### config.mk
export PLATFORM = sky130hd
export DESIGN_NAME = collision_narrowphase_test_unit_flat
export DESIGN_NICKNAME = d
export VERILOG_FILES = /design/src/cnp_pkg.sv /design/src/cnp_ifs.sv /design/src/cnp_select.sv /design/src/cnp_dist.sv /design/src/cnp_decide.sv /design/src/collision_narrowphase_test_unit.sv /design/src/flat_wrapper.sv
export SDC_FILE = /design/constraint.sdc
export NUM_CORES = 2
export LEC_CHECK = 0
export BUFFER_PORTS_ARGS = -buffer_cell sky130_fd_sc_hd__buf_2
export CORE_ASPECT_RATIO = 0.6
export CORE_MARGIN = 3
export CORE_UTILIZATION = 35
export CTS_CLUSTER_SIZE = 25
export DETAILED_ROUTE_END_ITERATION = 12
export PLACE_DENSITY = 0.56
export SLEW_MARGIN = 20
export SYNTH_ARGS = -nofsm -noshare
export SYNTH_HDL_FRONTEND = slang
export SYNTH_SLANG_ARGS = --single-unit
### constraint.sdc
create_clock -name clk -period 24.9 [get_ports clk]
set_clock_uncertainty 0.15 [all_clocks]
set_input_delay 4.98 -clock clk [delete_from_list [all_inputs] [get_ports clk]]
set_output_delay 4.98 -clock clk [all_outputs]
set_load 0.02 [all_outputs]
### src/cnp_pkg.sv
// shared types, constants and helpers of the collision narrow-phase test unit
`default_nettype none
package cnp_pkg;

  localparam int COORD_WIDTH = 16;
  localparam int FIELD_W     = 48;
  localparam int RAD_W       = 16;
  localparam int AXES        = 3;

  localparam int PAD_W  = AXES * COORD_WIDTH + FIELD_W;
  localparam int DIFF_W = COORD_WIDTH + 1;
  localparam int PROD_W = 2 * DIFF_W;
  localparam int SQ_W   = 2 * COORD_WIDTH;
  localparam int D2_W   = SQ_W + 2;
  localparam int RS_W   = RAD_W + 1;
  localparam int RSQ_W  = 2 * RS_W;
  localparam int CMP_W  = (D2_W > RSQ_W) ? D2_W : RSQ_W;

  typedef logic signed [COORD_WIDTH-1:0] coord_t;
  typedef logic signed [DIFF_W-1:0]      diff_t;
  typedef logic [SQ_W-1:0]               sq_t;

  typedef enum logic [1:0] {
    MODE_SS = 2'd0,
    MODE_SB = 2'd1,
    MODE_BB = 2'd2
  } mode_t;

  typedef struct packed {
    mode_t                 mode;
    logic                  bb_hit;
    coord_t [AXES-1:0]     p;
    coord_t [AXES-1:0]     q;
    logic [RS_W-1:0]       rad;
  } s1_t;

  typedef struct packed {
    mode_t                 mode;
    logic                  bb_hit;
    diff_t [AXES-1:0]      d;
    logic [RS_W-1:0]       rad;
  } s2_t;

  typedef struct packed {
    mode_t                 mode;
    logic                  bb_hit;
    sq_t [AXES-1:0]        sq;
    logic [RSQ_W-1:0]      rsq;
  } s3_t;

  // signed coordinate of one axis, bits above the field read as zero
  function automatic coord_t coord_get(input logic [FIELD_W-1:0] f, input int axis);
    logic [PAD_W-1:0] ext;
    ext = {{(PAD_W-FIELD_W){1'b0}}, f};
    return coord_t'(ext[axis*COORD_WIDTH +: COORD_WIDTH]);
  endfunction

endpackage
`default_nettype wire

### src/cnp_ifs.sv
// valid/ready channel interfaces for body pairs and collision results
`default_nettype none
interface cnp_in_if;
  import cnp_pkg::*;
  logic               valid;
  logic               ready;
  logic               a_is_sphere;
  logic               b_is_sphere;
  logic [FIELD_W-1:0] a_center;
  logic [FIELD_W-1:0] b_center;
  logic [FIELD_W-1:0] a_box_min;
  logic [FIELD_W-1:0] a_box_max;
  logic [FIELD_W-1:0] b_box_min;
  logic [FIELD_W-1:0] b_box_max;
  logic [RAD_W-1:0]   a_radius;
  logic [RAD_W-1:0]   b_radius;

  modport source (output valid, a_is_sphere, b_is_sphere, a_center, b_center,
                  a_box_min, a_box_max, b_box_min, b_box_max, a_radius, b_radius,
                  input ready);
  modport sink (input valid, a_is_sphere, b_is_sphere, a_center, b_center,
                a_box_min, a_box_max, b_box_min, b_box_max, a_radius, b_radius,
                output ready);
endinterface

interface cnp_out_if;
  logic valid;
  logic ready;
  logic collides;

  modport source (output valid, collides, input ready);
  modport sink (input valid, collides, output ready);
endinterface
`default_nettype wire

### src/cnp_select.sv
// stage 1: test selection, sphere center clamp and box overlap compares
`default_nettype none
module cnp_select (
  input  wire logic    clk,
  input  wire logic    rst_n,
  cnp_in_if.sink       in_ch,
  output cnp_pkg::s1_t s1_o,
  output logic         s1_valid_o,
  input  wire logic    s1_ready_i
);
  import cnp_pkg::*;

  logic valid_r;
  s1_t  data_r;
  s1_t  data_nxt;
  logic stage_rdy;

  assign stage_rdy   = !valid_r || s1_ready_i;
  assign in_ch.ready = stage_rdy;

  always_comb begin
    logic               sa;
    logic               sb;
    logic [FIELD_W-1:0] ctr;
    logic [FIELD_W-1:0] lo_f;
    logic [FIELD_W-1:0] hi_f;
    coord_t             p;
    coord_t             lo;
    coord_t             hi;
    coord_t             q;
    logic               ovl;
    sa   = in_ch.a_is_sphere;
    sb   = in_ch.b_is_sphere;
    ctr  = sa ? in_ch.a_center : in_ch.b_center;
    lo_f = sa ? in_ch.b_box_min : in_ch.a_box_min;
    hi_f = sa ? in_ch.b_box_max : in_ch.a_box_max;
    ovl  = 1'b1;
    data_nxt = '0;
    if (sa && sb) begin
      data_nxt.mode = MODE_SS;
      data_nxt.rad  = {1'b0, in_ch.a_radius} + {1'b0, in_ch.b_radius};
    end else if (sa || sb) begin
      data_nxt.mode = MODE_SB;
      data_nxt.rad  = {1'b0, (sa ? in_ch.a_radius : in_ch.b_radius)};
    end else begin
      data_nxt.mode = MODE_BB;
      data_nxt.rad  = '0;
    end
    for (int i = 0; i < AXES; i++) begin
      p  = coord_get(ctr, i);
      lo = coord_get(lo_f, i);
      hi = coord_get(hi_f, i);
      // clamp to max first, then raise to min
      q  = (p > hi) ? hi : p;
      q  = (q < lo) ? lo : q;
      if (sa && sb) begin
        data_nxt.p[i] = coord_get(in_ch.a_center, i);
        data_nxt.q[i] = coord_get(in_ch.b_center, i);
      end else begin
        data_nxt.p[i] = p;
        data_nxt.q[i] = q;
      end
      if (!(coord_get(in_ch.a_box_max, i) >= coord_get(in_ch.b_box_min, i) &&
            coord_get(in_ch.a_box_min, i) <= coord_get(in_ch.b_box_max, i))) begin
        ovl = 1'b0;
      end
    end
    data_nxt.bb_hit = ovl;
  end

  always_ff @(posedge clk) begin
    if (!rst_n) begin
      valid_r <= 1'b0;
    end else if (stage_rdy) begin
      valid_r <= in_ch.valid;
    end
  end

  always_ff @(posedge clk) begin
    if (stage_rdy && in_ch.valid) begin
      data_r <= data_nxt;
    end
  end

  assign s1_o       = data_r;
  assign s1_valid_o = valid_r;
endmodule
`default_nettype wire

### src/cnp_dist.sv
// stages 2 and 3: per-axis difference, then squares of differences and radius
`default_nettype none
module cnp_dist (
  input  wire logic          clk,
  input  wire logic          rst_n,
  input  wire cnp_pkg::s1_t  s1_i,
  input  wire logic          s1_valid_i,
  output logic               s1_ready_o,
  output cnp_pkg::s3_t       s3_o,
  output logic               s3_valid_o,
  input  wire logic          s3_ready_i
);
  import cnp_pkg::*;

  logic v2_r;
  logic v3_r;
  s2_t  s2_r;
  s2_t  s2_nxt;
  s3_t  s3_r;
  s3_t  s3_nxt;
  logic rdy2;
  logic rdy3;

  assign rdy3       = !v3_r || s3_ready_i;
  assign rdy2       = !v2_r || rdy3;
  assign s1_ready_o = rdy2;

  always_comb begin
    s2_nxt.mode   = s1_i.mode;
    s2_nxt.bb_hit = s1_i.bb_hit;
    s2_nxt.rad    = s1_i.rad;
    for (int i = 0; i < AXES; i++) begin
      s2_nxt.d[i] = $signed({s1_i.p[i][COORD_WIDTH-1], s1_i.p[i]})
                  - $signed({s1_i.q[i][COORD_WIDTH-1], s1_i.q[i]});
    end
  end

  always_comb begin
    logic signed [PROD_W-1:0] prod;
    s3_nxt.mode   = s2_r.mode;
    s3_nxt.bb_hit = s2_r.bb_hit;
    s3_nxt.rsq    = s2_r.rad * s2_r.rad;
    for (int i = 0; i < AXES; i++) begin
      prod = $signed(s2_r.d[i]) * $signed(s2_r.d[i]);
      // a square of a difference stays below 2^(2*COORD_WIDTH)
      s3_nxt.sq[i] = prod[SQ_W-1:0];
    end
  end

  always_ff @(posedge clk) begin
    if (!rst_n) begin
      v2_r <= 1'b0;
      v3_r <= 1'b0;
    end else begin
      if (rdy2) v2_r <= s1_valid_i;
      if (rdy3) v3_r <= v2_r;
    end
  end

  always_ff @(posedge clk) begin
    if (rdy2 && s1_valid_i) s2_r <= s2_nxt;
    if (rdy3 && v2_r)       s3_r <= s3_nxt;
  end

  assign s3_o       = s3_r;
  assign s3_valid_o = v3_r;
endmodule
`default_nettype wire

### src/cnp_decide.sv
// stage 4: distance sum, final compare and output register
`default_nettype none
module cnp_decide (
  input  wire logic          clk,
  input  wire logic          rst_n,
  input  wire cnp_pkg::s3_t  s3_i,
  input  wire logic          s3_valid_i,
  output logic               s3_ready_o,
  cnp_out_if.source          out_ch
);
  import cnp_pkg::*;

  logic valid_r;
  logic hit_r;
  logic hit_nxt;
  logic stage_rdy;

  assign stage_rdy  = !valid_r || out_ch.ready;
  assign s3_ready_o = stage_rdy;

  always_comb begin
    logic [CMP_W-1:0] d2;
    logic [CMP_W-1:0] r2;
    d2 = CMP_W'({2'b00, s3_i.sq[0]}) + CMP_W'({2'b00, s3_i.sq[1]})
       + CMP_W'({2'b00, s3_i.sq[2]});
    r2 = CMP_W'(s3_i.rsq);
    unique case (s3_i.mode)
      MODE_SS: hit_nxt = (d2 <= r2);
      MODE_SB: hit_nxt = (d2 < r2);
      MODE_BB: hit_nxt = s3_i.bb_hit;
      default: hit_nxt = 1'b0;
    endcase
  end

  always_ff @(posedge clk) begin
    if (!rst_n) begin
      valid_r <= 1'b0;
    end else if (stage_rdy) begin
      valid_r <= s3_valid_i;
    end
  end

  always_ff @(posedge clk) begin
    if (stage_rdy && s3_valid_i) hit_r <= hit_nxt;
  end

  assign out_ch.valid    = valid_r;
  assign out_ch.collides = hit_r;
endmodule
`default_nettype wire

### src/collision_narrowphase_test_unit.sv
// top level of the sphere/box narrow-phase collision test pipeline
// path: a word accepted into stage 1 moves on through the stage 2, 3 and 4 registers to out_ch
// throughput: one word per cycle while out_ch is not stalled, set by the four register stages each taking one word
// stalls: every stage keeps its word until the next one frees, bubbles close up
// reset: rst_n synchronous active low, clears the stage valid bits only
`default_nettype none
module collision_narrowphase_test_unit (
  input  wire logic clk,
  input  wire logic rst_n,
  cnp_in_if.sink    in_ch,
  cnp_out_if.source out_ch
);
  import cnp_pkg::*;

  // stage 1 -> stages 2/3
  s1_t  s1;
  logic s1_valid;
  logic s1_ready;
  // stage 3 -> stage 4
  s3_t  s3;
  logic s3_valid;
  logic s3_ready;

  // picks the test, clamps the sphere center, compares box extents
  cnp_select u_select (
    .clk        (clk),
    .rst_n      (rst_n),
    .in_ch      (in_ch),
    .s1_o       (s1),
    .s1_valid_o (s1_valid),
    .s1_ready_i (s1_ready)
  );

  // differences, then squares of the differences and of the radius term
  cnp_dist u_dist (
    .clk        (clk),
    .rst_n      (rst_n),
    .s1_i       (s1),
    .s1_valid_i (s1_valid),
    .s1_ready_o (s1_ready),
    .s3_o       (s3),
    .s3_valid_o (s3_valid),
    .s3_ready_i (s3_ready)
  );

  // sum of squares against the radius square, or the box overlap bit
  cnp_decide u_decide (
    .clk        (clk),
    .rst_n      (rst_n),
    .s3_i       (s3),
    .s3_valid_i (s3_valid),
    .s3_ready_o (s3_ready),
    .out_ch     (out_ch)
  );
endmodule
`default_nettype wire

### src/flat_wrapper.sv
// flat-port wrapper written by rule: the top's interface ports become plain ports
module collision_narrowphase_test_unit_flat import cnp_pkg::*;
  (clk, rst_n, in_ch_valid, in_ch_a_is_sphere, in_ch_b_is_sphere, in_ch_a_center, in_ch_b_center, in_ch_a_box_min, in_ch_a_box_max, in_ch_b_box_min, in_ch_b_box_max, in_ch_a_radius, in_ch_b_radius, in_ch_ready, out_ch_valid, out_ch_collides, out_ch_ready);
  cnp_in_if in_ch_i ();
  cnp_out_if out_ch_i ();
  input  wire logic clk;
  input  wire logic rst_n;
  input wire logic [$bits(in_ch_i.valid)-1:0] in_ch_valid;
  input wire logic [$bits(in_ch_i.a_is_sphere)-1:0] in_ch_a_is_sphere;
  input wire logic [$bits(in_ch_i.b_is_sphere)-1:0] in_ch_b_is_sphere;
  input wire logic [$bits(in_ch_i.a_center)-1:0] in_ch_a_center;
  input wire logic [$bits(in_ch_i.b_center)-1:0] in_ch_b_center;
  input wire logic [$bits(in_ch_i.a_box_min)-1:0] in_ch_a_box_min;
  input wire logic [$bits(in_ch_i.a_box_max)-1:0] in_ch_a_box_max;
  input wire logic [$bits(in_ch_i.b_box_min)-1:0] in_ch_b_box_min;
  input wire logic [$bits(in_ch_i.b_box_max)-1:0] in_ch_b_box_max;
  input wire logic [$bits(in_ch_i.a_radius)-1:0] in_ch_a_radius;
  input wire logic [$bits(in_ch_i.b_radius)-1:0] in_ch_b_radius;
  output wire logic [$bits(in_ch_i.ready)-1:0] in_ch_ready;
  output wire logic [$bits(out_ch_i.valid)-1:0] out_ch_valid;
  output wire logic [$bits(out_ch_i.collides)-1:0] out_ch_collides;
  input wire logic [$bits(out_ch_i.ready)-1:0] out_ch_ready;
  assign in_ch_i.valid = in_ch_valid;
  assign in_ch_i.a_is_sphere = in_ch_a_is_sphere;
  assign in_ch_i.b_is_sphere = in_ch_b_is_sphere;
  assign in_ch_i.a_center = in_ch_a_center;
  assign in_ch_i.b_center = in_ch_b_center;
  assign in_ch_i.a_box_min = in_ch_a_box_min;
  assign in_ch_i.a_box_max = in_ch_a_box_max;
  assign in_ch_i.b_box_min = in_ch_b_box_min;
  assign in_ch_i.b_box_max = in_ch_b_box_max;
  assign in_ch_i.a_radius = in_ch_a_radius;
  assign in_ch_i.b_radius = in_ch_b_radius;
  assign in_ch_ready = in_ch_i.ready;
  assign out_ch_valid = out_ch_i.valid;
  assign out_ch_collides = out_ch_i.collides;
  assign out_ch_i.ready = out_ch_ready;
  collision_narrowphase_test_unit u_core (.clk(clk), .rst_n(rst_n), .in_ch(in_ch_i), .out_ch(out_ch_i));
endmodule
# Word-level counts from Yosys, hierarchy flattened
# Index checks and enable logic that the tools add are counted.
# classes
eq_ne	2
magnitude_cmp	14
n_mul	4
n_mux	21
reduce_logical	19
add_sub_neg	6
# op_table
cell	count
$mux W16	14
$mux W48	3
$mul A17 B17 Y32	3
$sub A16 B16 Y17	3
$ge A16 B16 Y1	3
$gt A16 B16 Y1	3
$le A16 B16 Y1	3
$lt A16 B16 Y1	3
$add A33 B32 Y34	1
$le A34 B34 Y1	1
$lt A34 B34 Y1	1
$mul A17 B17 Y34	1
$add A32 B32 Y33	1
$add A16 B16 Y17	1
$mux W17	1
$logic_and A1 B1 Y1	8
$logic_or A1 B1 Y1	5
$logic_not A1 Y1	4
$pmux W1 S3	1
$eq A2 B1 Y1 const B	1
$eq A2 B2 Y1 const B	1
$logic_not A2 Y1	1
$mux W2	1
$reduce_and A2 Y1	1
$mux W1	1
# totals
word_cells	92
input_bits	326
out_inout_bits	3
reg_bits	325

# Logic depth before layout (Yosys ltp)
# logic_depth
depth_word	6
ltp_mapped	28
mapped_depth_nobuf	24

# By module
# Synthesis repeated with hierarchy kept, for this count alone.
# hier_totals
hier_cells	6197
area_unflattened_um2	60111.4
# by_module_without_submodules
mod	seq_area_each_um2	cells_each	area_per_inst_um2	instances
cnp_dist	6045.8	4506	44458.9	1
cnp_select	3503.4	1323	12518.3	1
cnp_decide	50.0	368	3134.3	1

# Worst setup path after synthesis
# No wires, ideal clock.
# synth_path
kind	input to register
from	input port out_ch_ready
to	register u_core.u_select.data_r, in the netlist u_core.u_select.s1_o[0] (enable)
path_buffers	0
slack_ps	13010
required_ps	24090
arrival_time_ps	11080
stages	3
setup_ps	660
cell_sequence	nor2b_1 and2_0 a31oi_1
# synth_between
elab_chain_len	5
# synth_rtl
element	line_no	rtl
from (decl)	flat_wrapper.sv:22	input wire logic [$bits(out_ch_i.ready)-1:0] out_ch_ready;
$logic_or A1 B1 Y1	cnp_decide.sv:18	assign stage_rdy = !valid_r || out_ch.ready;
$logic_or A1 B1 Y1	cnp_dist.sv:24	assign rdy3 = !v3_r || s3_ready_i;
$logic_or A1 B1 Y1	cnp_dist.sv:25	assign rdy2 = !v2_r || rdy3;
$logic_or A1 B1 Y1	cnp_select.sv:18	assign stage_rdy = !valid_r || s1_ready_i;
$logic_and A1 B1 Y1	cnp_select.sv:80	if (stage_rdy && in_ch.valid) begin
to (signal assigned)	cnp_select.sv:81	data_r <= data_nxt;
to (decl)	cnp_select.sv:14	s1_t data_r;
# Every way passes these cells.
# A chain may end at the register's enable or synchronous reset.

==> results.sh <==
export IMPL_io_pins=329
export IMPL_clockBufferDepth=3
export IMPL_clkTransAtPathRegs_ps=60
export IMPL_cp_buffers_inverters=4
export IMPL_multiInputGateArea_sq_um=43900
export IMPL_coreArea_sq_um=169000
export IMPL_yosys_area_top_type_share=0.331
export IMPL_grt_max_degree=81
export IMPL_path_class="in -> reg"
export IMPL_syn_area_sq_um=59900
export IMPL_io_buffers=328
export IMPL_finalWirelength_mm=161
export IMPL_yosysWarnings=0
export IMPL_finish_utilization=0.389
export IMPL_cts_sinks=321
export IMPL_drtIter0Drc=2726
export IMPL_cts_hold_buffers_added=0
export IMPL_final_area_sq_um=65600
export IMPL_routedWlPerCell_microns=18.4
export IMPL_dp_hpwl_mm=139
export IMPL_setup_viol=0
export IMPL_required_ps=25090
export IMPL_synth_seq_cells=321
export IMPL_first_global_vias=44686
export IMPL_relSlewSlack=0.257
export IMPL_drive_gt1_frac=0.0811
export IMPL_synth_ff_type="edfxtp_1"
export IMPL_place_congestion=0.928
export IMPL_endpoint_kind="register"
export IMPL_synth_cells=6201
export IMPL_synth_top_area_cell="fa_1"
export IMPL_grt_pass1_wl_mm=259
export IMPL_synth_edf_count=317
export IMPL_setup_tns_ps=0
export IMPL_regArea_sq_um=9600
export IMPL_syn_avg_cell_area_sq_um=9.67
export IMPL_rsz0062_at_grt="no"
export IMPL_arrival_ps=12080
export IMPL_drv_cap=0
export IMPL_antenna_found_initial=22
export IMPL_hold_violations=0
export IMPL_yosys_top_cells_area="fa_1 33%, edfxtp_1 16%, ha_1 14%"
export IMPL_drc=0
export IMPL_worstSetupStartpointType="input pin"
export IMPL_fmaxAchievable_ghz=0.0841
export IMPL_rows=116
export IMPL_h_tree_depth=2
export IMPL_status="completed"
export IMPL_dpl_cell_area_sq_um=64200
export IMPL_grt_overflow=0
export IMPL_tightest_slew_ps=1110
export IMPL_start_util=0.356
export IMPL_final_max_slew_viol_count=0
export IMPL_cts_root_buf="clkbuf_16"
export IMPL_fill_cells=16804
export IMPL_cts_tree="yes"
export IMPL_period_minus_slack_ps=11890
export IMPL_holdWs_ps=263
export IMPL_insertion_delay_ps=600
export IMPL_synthDistinctLibCells=74
export IMPL_dr_pass1_iters=5
export IMPL_fin_crit_sh=0.477
export IMPL_synthToLayoutAreaGrowth_pct=9.39
export IMPL_dieArea_sq_um=176000
export IMPL_seq_area_frac_synth=0.160
export IMPL_numCtsBuffers=40
export IMPL_cts_resized=0
export IMPL_async_reset_ff_frac=0
export IMPL_route_vias_total=42539
export IMPL_cp_cell_sequence="clkbuf_8, buf_4, buf_4, mux2i_1, ha_1, a21oi_1, nor4b_1, nor4b_1, o211a_1, or2_1, mux2i_1, ha_1, a21o_1, a21o_1, a21oi_1, o21bai_1, a2111oi_0, a21oi_1, o41ai_4, buf_4, nor2_1, a221o_1"
export IMPL_crit_family="buffers and inverters"
export IMPL_grt_usage=0.187
export IMPL_max_stage_delay_ps=900
export IMPL_post_cts_setup_buffers=0
export IMPL_via_per_inst=4.86
export IMPL_min_path_type="reg -> reg"
export IMPL_die_x_microns=540
export IMPL_die_h_microns=327
export IMPL_ant_nets=0
export IMPL_crit_fanout=77
export IMPL_final_nets=8476
export IMPL_cpMaxStageDelayCell="buf_4"
## logic make-up (layout without fill, tap and decap cells)
kind of cell | count (synthesis) | in the layout | share of synthesized area
DFF | 321 | 321 | 0.160
buffers and inverters | 1707 | 2011 | 0.108
and+or+nand+nor | 1303 | 1303 | 0.105
other | 1 | 8 | 0.0000626
xor gates and xnor gates | 256 | 256 | 0.0374
muxes | 205 | 205 | 0.0353
adders and majority gates | 1674 | 1674 | 0.474
AOI/OAI and AO/OA | 734 | 734 | 0.0806
## final cells by class
cell class,count,area share
diodes,5,0.000191
inverters,1564,0.0895
clock buffers,45,0.0162
well taps,2242,0.0428
repair buffers,374,0.0304
multi-input cells,4175,0.670
flip-flops and latches,321,0.146
clock inverters,28,0.00435
## cell usage after synthesis (14+ instances only)
master	count
a21boi_0	14
a211oi_1	23
nand4_1	40
nor2b_1	89
or3_1	29
nand3_1	77
a21o_1	119
o21a_1	51
a31oi_1	22
and2_1	214
a22o_1	15
ha_1	682
nand2_1	459
clkbuf_1	116
edfxtp_1	317
and3_1	25
mux2i_1	154
buf_2	18
a221o_1	16
o21bai_1	20
mux2_2	51
fa_1	992
xnor2_1	204
nor2_1	238
o21ai_0	124
nor3_1	35
a21oi_1	216
nand2b_1	53
inv_1	1564
xor2_1	52
## worst reg2reg max path: stages, from the launching register on
cell,delay [ps]
edfxtp_1,790
nand2_1,290
inv_1,120
fa_1,750
inv_1,160
fa_1,830
inv_1,160
fa_1,480
fa_1,570
fa_1,440
fa_1,460
ha_1,400
and4_1,260
nand4_1,120
o21ai_0,100
a31oi_1,180
o21ai_0,330
a211o_1,390
a21oi_1,190
xor2_1,500
## cell usage in the layout, fill, tap and decap left out, drive strengths merged, types with 46 or more instances in the layout
| cell | netlist | final |
|---|---|---|
| nand3 | 77 | 77 |
| nand2 | 459 | 459 |
| nor2 | 238 | 238 |
| xor2 | 52 | 52 |
| fa | 992 | 992 |
| a21o | 119 | 119 |
| a21oi | 217 | 217 |
| clkbuf | 116 | 46 |
| nand2b | 53 | 53 |
| edfxtp | 317 | 317 |
| mux2i | 154 | 154 |
| ha | 682 | 682 |
| o21ai | 126 | 126 |
| buf | 27 | 373 |
| and2 | 215 | 215 |
| mux2 | 51 | 51 |
| nor2b | 89 | 89 |
| o21a | 51 | 51 |
| inv | 1564 | 1569 |
| xnor2 | 204 | 204 |
## final timing paths
path / startpoint / endpoint / slack [ps] / depth (start not counted)
setup / recovery: in_ch_a_is_sphere / u_core.u_select.s1_o[59] / 13010 / 22
hold / removal: u_core.u_select.s1_o[8] / u_core.u_dist.s2_r[8] / 260 / 0
setup reg to reg: u_core.u_dist.s2_r[19] / u_core.u_dist.s3_o[65] / 16940 / 19
hold reg to reg: u_core.u_select.s1_o[8] / u_core.u_dist.s2_r[8] / 260 / 0
## stage by stage
step                      setup slack, ps  cells
after global placement              12620   8676
final                               13010   8754
after CTS                           13130   8749
after global routing                12620   8751
after detailed placement            12480   8676
after floorplan                     13010   6203
## sequential cells by signal (all words and copies together), names as in the netlist
signal	count
u_core.u_decide.out_ch.valid	1
u_core.u_select.s1_o	116
u_core.u_dist.s3_valid_o	1
u_core.u_select.s1_valid_o	1
u_core.u_dist.v2_r	1
u_core.u_decide.out_ch.collides	1
u_core.u_dist.s2_r	71
u_core.u_dist.s3_o	129
## layer usage
layer / share of wire / GRT usage / vias up
met5: 0.00035 / 0 / -
met4: 0.011 / 0.0222 / 8
met3: 0.073 / 0.0353 / 115
met2: 0.40 / 0.261 / 1162
met1: 0.52 / 0.301 / 21143
li1: - / - / 20111
Power is left out: the tool's default activity adds up to more than one toggle a clock period on the data nets, which glitch-free logic cannot reach.
